## src/sv/chuf_ram.sv

```systemverilog
module chuf_ram #(
    parameter int WIDTH = 8,
    parameter int DEPTH = 16
) (
    input  logic                     clk,
    input  logic                     wr_en,
    input  logic [$clog2(DEPTH)-1:0] wr_addr,
    input  logic [WIDTH-1:0]         wr_data,
    input  logic                     rd_en,
    input  logic [$clog2(DEPTH)-1:0] rd_addr,
    output logic [WIDTH-1:0]         rd_data
);

    logic [WIDTH-1:0] mem [DEPTH];

    always_ff @(posedge clk)
    begin
        if (wr_en)
        begin
            mem[wr_addr] <= wr_data;
        end
        if (rd_en)
        begin
            rd_data <= mem[rd_addr];
        end
    end

endmodule

```

## config.mk

```make
export PLATFORM = sky130hd
export DESIGN_NAME = chuf_ram
export DESIGN_NICKNAME = d
export VERILOG_FILES = /design/src/sv/chuf_ram.sv
export SDC_FILE = /design/constraint.sdc
export NUM_CORES = 1
export LEC_CHECK = 0
export BUFFER_PORTS_ARGS = -buffer_cell sky130_fd_sc_hd__buf_4
export CORE_MARGIN = 2
export CORE_UTILIZATION = 52
export DETAILED_ROUTE_END_ITERATION = 8
export HOLD_SLACK_MARGIN = 0.12
export PLACE_DENSITY_LB_ADDON = 0.1
export SYNTH_ARGS = -nofsm -noshare
export SYNTH_HDL_FRONTEND = slang
export SYNTH_SLANG_ARGS = --single-unit
```

## constraint.sdc

```tcl
create_clock -name clk -period 2.1 [get_ports clk]
set_clock_uncertainty 0.1 [all_clocks]
set_input_delay 0.42 -clock clk [delete_from_list [all_inputs] [get_ports clk]]
set_output_delay 0.42 -clock clk [all_outputs]
set_load 0.005 [all_outputs]
```

==> reports/qor.yml <==
status: "complete, no violations"
cts_inserted_buffers: 17
critical_path.slowest_cell: "edfxtp_1"
required_ns: 1.58
clock_path_buffers: 2
grt_antenna_before_repair: 0
multi_input_comb_area_mm2: 0.00106
period_minus_slack_ns: 1.61
p_per_area_mw_per_mm2: 970
detail_route.wl_per_cell_um: 22.0
synth_area_leaders: "edfxtp_1, mux4_2, mux4_1"
setup.worst_path.class: "flip-flop to output pin"
path_depth: 1
cts_num_sinks: 136
max_slew.worst_pin.slew_ns: 0.400
syn-num-nets: 248
hpwl_um: 6410
worstPathMaxFanout: 1
yosys.area.top_type: "edfxtp_1"
wirelength_um: 9810
clk-insertion-delay-late_ns: 0.51
seqCellArea_mm2: 0.00408
area_delta_synth_final_pct: 22.7
ir_worst_vdd_mv: 0.576
cp.buffers_inverters: 1
fill_cells: 663
path_clk_slew_ns: 0.06
grt_pass1_vias: 2574
final_nets: 318
port-buffer-count: 26
dr.pass1.iters: 6
h-tree-depth: 4
stdcell_count: 445
row_count: 36
fmax_mhz: 621
seq_area_frac_synth_pct: 78.1
yosysTopAreaCellShare_pct: 78.1
synth_area_mm2: 0.00523
viasPerCell: 5.67
hold_path_class: "input port to flip-flop"
cts-root-buf: "clkbuf_8"
crit_path_end_kind: "output pin"
dr.first_iter.drc_count: 194
gp_congestion: 0.735
ys_warn_count: 0
dieHeight_um: 104
drcViolationCount: 0
path_delay_family: "flip-flops"
synth.avg_cell_area_um2: 22.8
rsz0062_at_grt: "no"
hold-path-cell-count: 3
finalMaxSlewViolations: 0
r2r-start: "mem[10][7]"
antenna_left: 0
rr_worst_depth: 3
vias: 2521
finalSetupViolCount: 0
gr-total-overflow: 0
finalWorstSetupSlack_ns: 0.490
grt_pass1_wl_um: 15200
finish.utilization_pct: 65.6
fin_crit_sh_pct: 76.7
drive_above_1_share_pct: 32.1
num_antenna_cells: 0
worstHoldStart: "wr_addr[0]"
p_total_mw: 6.22
slowest_delay_ns: 0.42
cts_tree: "built"
cp_cell_sequence: "buf_4"
design.die.area_mm2: 0.0109
post-place-ws_ns: -0.0355
cp-startpoint: "rd_data[4]"
finalSetupTns_ns: 0
ys_ff_latch: 136
rrSetupSlack_ns: 0.52
timing_hold_violations_final: 0
core_area_mm2: 0.00977
io_pins: 27
grt_usage_pct: 19.8
maxCapViolCount: 0
crit_arrival_ns: 1.09
synth_cells: 229
placed_cells: 404
fp.dieW_um: 104
ys_types: 18
critPathLaunchType: "flip-flop"
relSlewSlack_pct: 73.3
grt_max_degree: 17
start_util_pct: 53.5
power_leakage_nw: 2.20
[synth_stat cells]
library cell / count
mux4_2: 18
buf_2: 3
nand2_1: 9
mux4_1: 14
nor2b_1: 1
and2b_1: 1
or3b_2: 1
buf_6: 3
nand3_1: 1
nor3_1: 4
clkdlybuf4s25_2: 3
and2_1: 1
nand2b_1: 2
nor2_1: 13
a22oi_1: 16
buf_4: 1
edfxtp_1: 136
nand3b_1: 2
[worst reg2reg max path, cell delays in order (launching register included)]
cell and delay [ns]:
edfxtp_1 0.36, mux4_2 0.47, a22oi_1 0.32, nand2_1 0.08
[per-layer routing]
layer / track usage (%) / vias to the layer above / part of all wire, %
li1: - / 1125 / -
met1: 28.3 / 1295 / 45
met2: 29.7 / 82 / 48
met3: 4.70 / 19 / 5.3
met4: 8.30 / 0 / 1.8
met5: 0 / - / 0
[layout by cell type (no fill, tap or decap), types with 2 or more instances in the layout]
| cell type | n |
|---|---|
| mux4_2 | 18 |
| clkinvlp_4 | 3 |
| nand2b_1 | 2 |
| mux4_1 | 14 |
| clkinv_4 | 2 |
| buf_12 | 4 |
| nand3b_1 | 2 |
| clkbuf_16 | 16 |
| edfxtp_1 | 136 |
| a22oi_1 | 16 |
| nor3_1 | 4 |
| buf_4 | 48 |
| dlygate4sd3_1 | 9 |
| bufinv_16 | 3 |
| clkinv_2 | 4 |
| nor2_1 | 13 |
| nand2_1 | 9 |
| clkinv_1 | 2 |
[sequential cells by signal (all words and copies together), names as in the netlist]
signal and cells:
mem 128, rd_data 8
[cells by family (layout without fill, tap and decap cells)]
group | count (synthesis) | in the layout | share of synthesized area [%]
AOI/OAI and AO/OA | 16 | 16 | 2.30
buffers and inverters | 10 | 93 | 1.65
DFF | 136 | 136 | 78.1
muxes | 32 | 32 | 14.8
and+or+nand+nor | 35 | 35 | 3.14
[path summary, 6_finish.rpt]
path	end
setup reg to reg	rd_data[7]
hold reg to reg	rd_data[2]
setup / recovery	rd_data[4]
hold / removal	mem[4][4]
[area by class of cell]
| type | count | area share, % |
|---|---|---|
| sequential | 136 | 63.7 |
| multi-input combinational | 83 | 16.5 |
| timing repair buffer | 61 | 8.27 |
| clock buffer | 18 | 6.52 |
| tap | 133 | 2.59 |
| clock inverter | 14 | 2.46 |
[power by group]
part	leakage, nW	internal (mW)	switching, mW	total (mW)
Sequential	1.24	3.06	0.0165	3.08
Combinational	0.687	0.159	0.164	0.323
Clock	0.275	1.79	1.03	2.82
[per-stage QoR]
stage                     hold WS [ns]  area, µm²
after floorplan                  0.419       5230
after global routing             0.311       6410
after detailed placement         0.640       5750
after global placement           0.622       5750
final                            0.297       6410
after CTS                        0.278       6410
[what timing repair did]
item	in CTS	in global routing
gates resized for setup	0	0
endpoints found under the hold margin	121	0
setup endpoints to repair	0	0
hold buffers	9	0
buffers inserted	0	0
(Power assumes the default switching activity.)
