$ cat config.mk
export PLATFORM = sky130hd
export DESIGN_NAME = chuf_builder
export DESIGN_NICKNAME = d
export VERILOG_FILES = /design/src/sv/chuf_pkg.sv /design/src/sv/chuf_builder.sv
export SDC_FILE = /design/constraint.sdc
export NUM_CORES = 1
export LEC_CHECK = 0
export ABC_CLOCK_PERIOD_IN_PS = 4800
export BUFFER_PORTS_ARGS = -buffer_cell sky130_fd_sc_hd__buf_2
export CORE_MARGIN = 8
export CORE_UTILIZATION = 40
export CTS_BUF_LIST = sky130_fd_sc_hd__clkbuf_8
export DETAILED_ROUTE_END_ITERATION = 12
export GPL_ROUTABILITY_DRIVEN = 0
export SLEW_MARGIN = 30
export SYNTH_ARGS = -nofsm -noshare
export SYNTH_HDL_FRONTEND = slang
export SYNTH_SLANG_ARGS = --single-unit
$ cat constraint.sdc
create_clock -name clk -period 4.8 [get_ports clk]
set_input_delay 0.48 -clock clk [delete_from_list [all_inputs] [get_ports clk]]
set_output_delay 0.48 -clock clk [all_outputs]
set_load 0.005 [all_outputs]
$ cat src/sv/chuf_pkg.sv
package chuf_pkg;

    localparam int SYMBOL_BITS  = 9;
    localparam int MAX_CODE_LEN = 32;
    localparam int SYM_DEPTH    = 1 << SYMBOL_BITS;

    localparam int KIND_W  = 2;
    localparam int SLOT_W  = 6;
    localparam int COUNT_W = 10;
    localparam int CODE_W  = 32;
    localparam int LEN_W   = 6;
    localparam int CIDX_W  = $clog2(MAX_CODE_LEN);
    // generation tag kept with each table entry; tag zero never matches
    localparam int TAG_W   = 8;

    localparam logic [KIND_W-1:0] KIND_CLEAR  = 2'd0;
    localparam logic [KIND_W-1:0] KIND_COUNT  = 2'd1;
    localparam logic [KIND_W-1:0] KIND_LOAD   = 2'd2;
    localparam logic [KIND_W-1:0] KIND_ENCODE = 2'd3;

    typedef struct packed {
        logic [TAG_W-1:0]  tag;
        logic [LEN_W-1:0]  len;
        logic [CODE_W-1:0] code;
    } entry_t;

    localparam int ENTRY_W = $bits(entry_t);

    typedef struct packed {
        logic clear;
        logic load_count;
        logic step;
    } bld_ctl_t;

    typedef struct packed {
        logic assign_now;
        logic finish;
        logic overrun;
    } bld_stat_t;

endpackage

$ cat src/sv/chuf_builder.sv
module chuf_builder (
    input  logic                           clk,
    input  logic                           rst_n,
    input  chuf_pkg::bld_ctl_t             ctl,
    input  logic [chuf_pkg::SLOT_W-1:0]    slot,
    input  logic [chuf_pkg::COUNT_W-1:0]   count_in,
    output chuf_pkg::bld_stat_t            stat,
    output logic [chuf_pkg::CODE_W-1:0]    code,
    output logic [chuf_pkg::LEN_W-1:0]     len
);

    localparam logic [chuf_pkg::LEN_W-1:0]  LEN_MAX  = chuf_pkg::LEN_W'(chuf_pkg::MAX_CODE_LEN);
    localparam logic [chuf_pkg::SLOT_W-1:0] SLOT_MAX = chuf_pkg::SLOT_W'(chuf_pkg::MAX_CODE_LEN);

    logic [chuf_pkg::COUNT_W-1:0] counts_reg  [chuf_pkg::MAX_CODE_LEN];
    logic [chuf_pkg::COUNT_W-1:0] counts_next [chuf_pkg::MAX_CODE_LEN];
    logic [chuf_pkg::LEN_W-1:0]   cur_reg, cur_next;
    logic [chuf_pkg::LEN_W-1:0]   ncl_reg, ncl_next;
    logic [chuf_pkg::COUNT_W-1:0] taken_reg, taken_next;
    logic [chuf_pkg::CODE_W-1:0]  code_reg, code_next;
    logic                         overrun_reg, overrun_next;

    logic                         in_range;
    logic [chuf_pkg::CIDX_W-1:0]  cnt_idx;
    logic [chuf_pkg::CIDX_W-1:0]  slot_idx;

    assign code = code_reg;
    assign len  = cur_reg;

    always_comb
    begin
        in_range     = (cur_reg <= LEN_MAX);
        cnt_idx      = chuf_pkg::CIDX_W'(cur_reg - chuf_pkg::LEN_W'(1));
        slot_idx     = chuf_pkg::CIDX_W'(slot - chuf_pkg::SLOT_W'(1));
        counts_next  = counts_reg;
        cur_next     = cur_reg;
        ncl_next     = ncl_reg;
        taken_next   = taken_reg;
        code_next    = code_reg;
        overrun_next = overrun_reg;
        stat         = '0;

        if (ctl.clear)
        begin
            for (int i = 0; i < chuf_pkg::MAX_CODE_LEN; i++)
            begin
                counts_next[i] = '0;
            end
            cur_next     = chuf_pkg::LEN_W'(1);
            ncl_next     = '0;
            taken_next   = '0;
            code_next    = '0;
            overrun_next = 1'b0;
        end
        else
        begin
            if (ctl.load_count && (slot != '0) && (slot <= SLOT_MAX))
            begin
                counts_next[slot_idx] = count_in;
            end
            // one step a cycle while step is high: skip a used-up length, add one code bit, assign, or flag an overrun
            if (ctl.step)
            begin
                priority if (!in_range)
                begin
                    overrun_next = 1'b1;
                    stat.finish  = 1'b1;
                end
                else if (taken_reg >= counts_reg[cnt_idx])
                begin
                    cur_next   = cur_reg + chuf_pkg::LEN_W'(1);
                    taken_next = '0;
                end
                else if (ncl_reg < cur_reg)
                begin
                    code_next = {code_reg[chuf_pkg::CODE_W-2:0], 1'b0};
                    ncl_next  = ncl_reg + chuf_pkg::LEN_W'(1);
                end
                else
                begin
                    stat.assign_now = 1'b1;
                    stat.finish     = 1'b1;
                    code_next       = code_reg + chuf_pkg::CODE_W'(1);
                    taken_next      = taken_reg + chuf_pkg::COUNT_W'(1);
                end
            end
        end
        stat.overrun = overrun_reg;
    end

    always_ff @(posedge clk or negedge rst_n)
    begin
        if (!rst_n)
        begin
            for (int i = 0; i < chuf_pkg::MAX_CODE_LEN; i++)
            begin
                counts_reg[i] <= '0;
            end
            cur_reg     <= chuf_pkg::LEN_W'(1);
            ncl_reg     <= '0;
            taken_reg   <= '0;
            code_reg    <= '0;
            overrun_reg <= 1'b0;
        end
        else
        begin
            counts_reg  <= counts_next;
            cur_reg     <= cur_next;
            ncl_reg     <= ncl_next;
            taken_reg   <= taken_next;
            code_reg    <= code_next;
            overrun_reg <= overrun_next;
        end
    end

endmodule

==> impl_metrics.py, run 1 <==
metrics = {
    "die": {
        "start_util": 0.404,
        "die_y_um": 235,
        "rows": 80,
        "die-area_um2": 55400,
        "num_io_pins": 62,
        "core_area_um2": 47600,
        "die_w_um": 235,
    },
    "timing": {
        "max_freq_ghz": 0.210,
        "slew_violations": 0,
        "finalHoldViolations": 0,
        "finalSetupViolCount": 0,
        "relSlewSlack": 0.273,
        "rsz0062_at_grt": "true",
        "worst_slack_ns": 0.0400,
        "min_period_over_period": 0.992,
        "clock_skew_ns": 0.0344,
        "worst_pin_slew_ns": 1.08,
        "worst_hold_slack_ns": 0.177,
        "finalCriticalPeriod_ns": 4.76,
    },
    "pwr": {
        "ir_worst_vdd_uv": 178,
        "p_leak_nw": 9.88,
        "power.density_cell_area_nw_per_um2": 335,
    },
    "setup_path": {
        "worstPathArrival_ns": 4.28,
        "r2r-end": "ncl_reg[0]",
        "critPathMaxFanout": 8,
        "startpoint_type": "register",
        "r2r_cells": 16,
        "cp-end-kind": "output pin",
        "crit_type": "reg2out",
        "crit-reg2reg-launch": "len[0]",
        "required_ns": 4.32,
        "worst-r2r-setup-slack_ns": 0.40,
    },
    "finish": {
        "largest_reg_flops": 320,
        "fillers": 4382,
        "final_layout_size_suffix_gt1_frac": 0.198,
        "area_growth_pct": 15.5,
        "fin_cells": 2543,
        "fin_nets": 1916,
        "final_util": 0.467,
    },
    "logic_synthesis": {
        "syn_area_per_cell_um2": 10.5,
        "synth_edf_count": 0,
        "ys_async_sr_fraction": 1.00,
        "synthDominantAreaCellType": "dfrtp_1",
        "synthDistinctLibCells": 54,
        "synth.yosys.seq_area_share": 0.487,
        "synth_commonest_cells": "374 x dfrtp_1, 226 x nor2_1, 203 x mux2i_1, 187 x nand2_1, 169 x a21oi_1",
        "synthesis.nets": 1870,
        "netlist_area_um2": 19300,
        "synth_area_leaders": "dfrtp_1 49%, mux4_2 12%, mux2i_1 11%",
        "synthFlopType": "dfrtp_1",
        "synth_most_common_cell": "dfrtp_1",
        "synth-seq-cells": 375,
        "synth_top_area_frac": 0.486,
        "syn-instance-count": 1828,
        "ys_warn_count": 0,
    },
    "routing": {
        "via_per_inst": 5.87,
        "wl_per_cell_um": 22.1,
        "wirelength_um": 56100,
        "drcViolationCount": 0,
        "ant_nets": 0,
        "drt_iter0_drc": 1373,
        "drtPass1Iterations": 6,
        "routed-via-count": 14900,
    },
    "min_path": {
        "hold_class": "in2reg",
        "whs_path_depth": 3,
        "whs_endpoint": "overrun_reg",
        "hold_start": "ctl[0]",
    },
    "grt": {
        "overflow": 0,
        "grt_pass1_wl_um": 87600,
        "antenna_found_initial": 6,
        "grt_pass1_vias": 14700,
        "grt_max_degree": 147,
        "grt.total_usage": 0.198,
    },
    "placed_design": {
        "port_buffers": 61,
        "dp_slack_ns": 0.234,
        "place_inst": 2389,
        "dp_hpwl_um": 34100,
    },
    "run_status": {
        "status": "finished clean",
    },
    "clocking": {
        "cts_tree": "done",
        "htreeDepth": 3,
        "clk_pin_slew_ns": 0.06,
        "cts_buffers": 67,
        "cts_sinks": 375,
        "insertion_delay_ns": 0.63,
        "root_buffer": "clkbuf_8",
        "clock_path_buffers": 3,
    },
    "flow_run": {
        "maxCapViolations": 0,
    },
}
## repair_timing
| action | CTS | global route |
|---|---|---|
| setup endpoints to repair | 2 | 2 |
| hold endpoints to repair | 75 | 0 |
| cloned | 5 | 3 |
| hold buffers | 1 | 0 |
| gates resized for setup | 11 | 21 |
| pin swaps | 4 | 15 |
| setup buffers | 14 | 7 |
## cells in the final DEF (no fill, tap or decap), drive strengths merged, types with 34 or more instances in the layout
cell / Yosys / layout
dfrtp: 374 / 374
nor2: 229 / 229
mux2i: 203 / 203
nand2: 187 / 187
a21oi: 169 / 169
nand3: 156 / 156
buf: 32 / 132
mux4: 100 / 100
clkbuf: 130 / 91
inv: 19 / 41
o21ai: 34 / 34
## how the worst max path moves through the flow
stage | startpoint | end
floorplan | len[0] | stat[2]
global placement | len[0] | ncl_reg[5]
detailed placement | len[0] | ncl_reg[0]
CTS | len[0] | stat[2]
global route | len[0] | stat[1]
finish | len[0] | stat[1]
## logic make-up (layout without fill, tap and decap cells)
family,Yosys count,count (layout),share of synthesized area
xor+xnor,14,14,0.00637
fa+ha+maj,21,21,0.0136
mux,305,305,0.224
flops,375,375,0.487
compound gates,261,261,0.0782
buf+inv,181,277,0.0369
simple gates,671,671,0.154
other cells,0,4,0
## routing by layer
layer	global-route usage	vias to the layer above	routed length, um
met5	0	-	27
met4	0.0663	4	1530
met3	0.0420	110	3990
met2	0.304	534	25700
met1	0.275	7633	24900
li1	-	6635	-
## area by class of cell
type / instances / area [um2] / area share
clock inverters: 31 / 145 / 0.00652
inverters: 19 / 73.8 / 0.00332
repair buffers: 139 / 1300 / 0.0583
flip-flops and latches: 375 / 9390 / 0.422
diodes: 4 / 10.0 / 0.000450
well taps: 615 / 769 / 0.0346
clock buffers: 88 / 1210 / 0.0544
multi-input cells: 1272 / 9350 / 0.420
## power breakdown
part | internal, W | switching (W)
clock network | 0.00164 | 0.00137
registers | 0.00318 | 0.0000176
logic | 0.000534 | 0.000698
## critical path: stages, from the launching register on
cell and delay, ns:
dfstp_4 0.65, inv_4 0.06, ha_4 0.29, buf_12 0.18, buf_12 0.15, mux4_2 0.31
mux4_2 0.54, mux2i_4 0.22, ha_4 0.24, a211o_1 0.28, a21oi_4 0.19, o21a_4 0.17
a32oi_1 0.08, nor2_1 0.14, buf_2 0.13
## through the flow
step                total power [W]  setup TNS, ns  instance area (um2)
finish                      0.00744              0                22200
floorplan                   0.00385              0                19300
global placement            0.00421              0                20300
CTS                         0.00743              0                22000
detailed placement          0.00422              0                20300
global route                0.00772         -0.113                22200
Note: power is estimated with default switching activity, not from simulation.
==> inputs of run 2 (changes only) <==
SETUP_SLACK_MARGIN = 0.4   (was default)
==> run 2 against run 1 <==
Against the previous run:
- maximum frequency rose by 1.4%
- sequential power barely moved
- clock power rose by 6%
- critical endpoint unchanged
- largest power group unchanged
==> impl_metrics.py, run 2 (synthesized netlist as in run 1, its figures left out) <==
metrics = {
    "run_status": {
        "status": "finished clean",
    },
    "flow_run": {
        "maxCapViolations": 0,
    },
    "timing": {
        "finalCriticalPeriod_ns": 4.69,
        "relSlewSlack": 0.351,
        "slew_violations": 0,
        "fin_setup_tns_ns": 0,
        "max_freq_ghz": 0.213,
        "finalSetupViolCount": 0,
        "min_period_over_period": 0.978,
        "clock_skew_ns": 0.0247,
        "worst_pin_slew_ns": 0.971,
        "worst_hold_slack_ns": 0.183,
        "finalHoldViolations": 0,
        "rsz0062_at_grt": "true",
    },
    "setup_path": {
        "crit_family": "multiplexers",
        "crit-reg2reg-launch": "len[0]",
        "crit_top_cell": "buf_12",
        "crit_type": "reg2out",
        "critPathMaxStageDelay_ns": 0.66,
        "path_buf_inv": 6,
        "worstPathArrival_ns": 4.21,
        "worst-r2r-setup-slack_ns": 0.51,
        "r2r_cells": 17,
        "path_cells": "inv_4, ha_4, buf_12, buf_12, buf_16, buf_12, mux4_2, mux4_2, mux2i_4, ha_1, and4_1, nand2_2, o21a_2, a32oi_1, nor2_1, buf_2",
        "required_ns": 4.32,
        "r2r-end": "ncl_reg[5]",
        "startpoint_type": "register",
        "critPathMaxFanout": 8,
        "cp-end-kind": "output pin",
        "slowest_stage": "dfstp_4",
    },
    "clocking": {
        "cts_buffers": 68,
        "insertion_delay_ns": 0.61,
        "clk_pin_slew_ns": 0.06,
        "clock_path_buffers": 3,
        "cts_tree": "done",
        "cts_sinks": 375,
        "htreeDepth": 3,
        "root_buffer": "clkbuf_8",
    },
    "routing": {
        "routed-via-count": 15000,
        "ant_nets": 0,
        "via_per_inst": 5.92,
        "drcViolationCount": 0,
        "wl_per_cell_um": 22.8,
        "drt_iter0_drc": 1378,
        "drtPass1Iterations": 5,
        "wirelength_um": 57600,
    },
    "grt": {
        "antenna_found_initial": 2,
        "grt_pass1_vias": 15100,
        "grt.total_usage": 0.207,
        "grt_max_degree": 222,
        "overflow": 0,
        "grt_pass1_wl_um": 92000,
    },
    "die": {
        "start_util": 0.404,
        "die_w_um": 235,
        "rows": 80,
        "die-area_um2": 55400,
        "die_y_um": 235,
        "num_io_pins": 62,
        "core_area_um2": 47600,
    },
    "finish": {
        "most-common-layout-cells": "374 x dfrtp_1, 224 x nor2_1, 198 x mux2i_1, 185 x nand2_1, 167 x a21oi_1",
        "final_layout_size_suffix_gt1_frac": 0.196,
        "fin_nets": 1907,
        "layout.cells.most_common": "dfrtp_1",
        "area_growth_pct": 15.4,
        "largest_reg_flops": 320,
    },
    "min_path": {
        "hold_start": "ctl[0]",
        "whs_path_depth": 3,
        "hold_class": "in2reg",
        "whs_endpoint": "overrun_reg",
    },
    "pwr": {
        "power.density_cell_area_nw_per_um2": 341,
        "ir_worst_vdd_uv": 165,
        "p_leak_nw": 9.84,
    },
    "placed_design": {
        "port_buffers": 61,
        "dp_hpwl_um": 34800,
    },
}
run 2: changes by cell type in the layout (fill, tap and decap cells not counted), moves of 4 or more:
cell     delta
buf_4       -9
mux2i_1     -4
buf_8       +4
buf_6       -4
run 2: worst max-delay path by stage:
stage | startpoint | end | slack [ns] | cells past startpoint
after floorplan | len[0] | stat[2] | 0.42 | 16
final | len[0] | stat[1] | 0.11 | 16
after CTS | len[0] | stat[1] | 0.11 | 16
after global placement | len[0] | ncl_reg[5] | 0.44 | 12
after detailed placement | len[0] | ncl_reg[5] | 0.33 | 13
after global routing | len[0] | stat[1] | 0.001 | 16
run 2: metal layers:
layer	wire length (um)	up-vias	GRT usage	part of all wire
li1	-	6611	-	-
met1	25200	7697	0.288	0.44
met2	27200	553	0.323	0.47
met3	3980	110	0.0407	0.069
met4	1310	0	0.0654	0.023
met5	0	-	0	0
run 2: layout make-up:
type | instances | area (um2)
multi-input combinational | 1272 | 9360
antenna | 2 | 5.00
timing repair buffer | 129 | 1210
clock buffer | 86 | 1180
inverter | 19 | 73.8
clock inverter | 33 | 230
tap | 615 | 769
fill | 4358 | 25400
sequential | 375 | 9390
run 2: through the flow:
stage | setup slack, ns | power, W | utilization | area (um2) | cells
2_1_floorplan | 0.416 | 0.00386 | - | 19300 | 1828
3_3_place_gp | 0.437 | 0.00421 | 0.425 | 20300 | 2382
3_5_place_dp | 0.330 | 0.00422 | 0.426 | 20300 | 2385
4_1_cts | 0.105 | 0.00763 | 0.465 | 22100 | 2527
5_1_grt | 0.00121 | 0.00783 | 0.466 | 22200 | 2530
6_report | 0.107 | 0.00757 | 0.466 | 22200 | 2531
run 2: worst register-to-register path, cell delays in order (launching register included):
cell	delay (ns)
dfstp_4	0.66
inv_4	0.05
ha_4	0.28
buf_12	0.12
buf_12	0.11
buf_16	0.13
buf_12	0.14
mux4_2	0.29
mux4_2	0.49
mux2i_4	0.21
ha_1	0.30
and4_1	0.23
nand2_2	0.08
o21a_2	0.15
buf_4	0.14
a31oi_4	0.13
or4_1	0.53
a21oi_1	0.15
run 2: what timing repair did:
item                                   CTS  global route
setup endpoints to repair                8            16
hold buffers                             1             0
resized for setup                       30             5
cloned                                   5             0
pin swaps                               11             2
buffers inserted                        17             1
endpoints found under the hold margin   91             0
run 2: where the power goes:
| group | switching [W] | leakage (nW) | internal (W) |
|---|---|---|---|
| clock | 0.00140 | 0.803 | 0.00178 |
| sequential | 0.0000192 | 5.23 | 0.00318 |
| combinational | 0.000695 | 3.81 | 0.000499 |
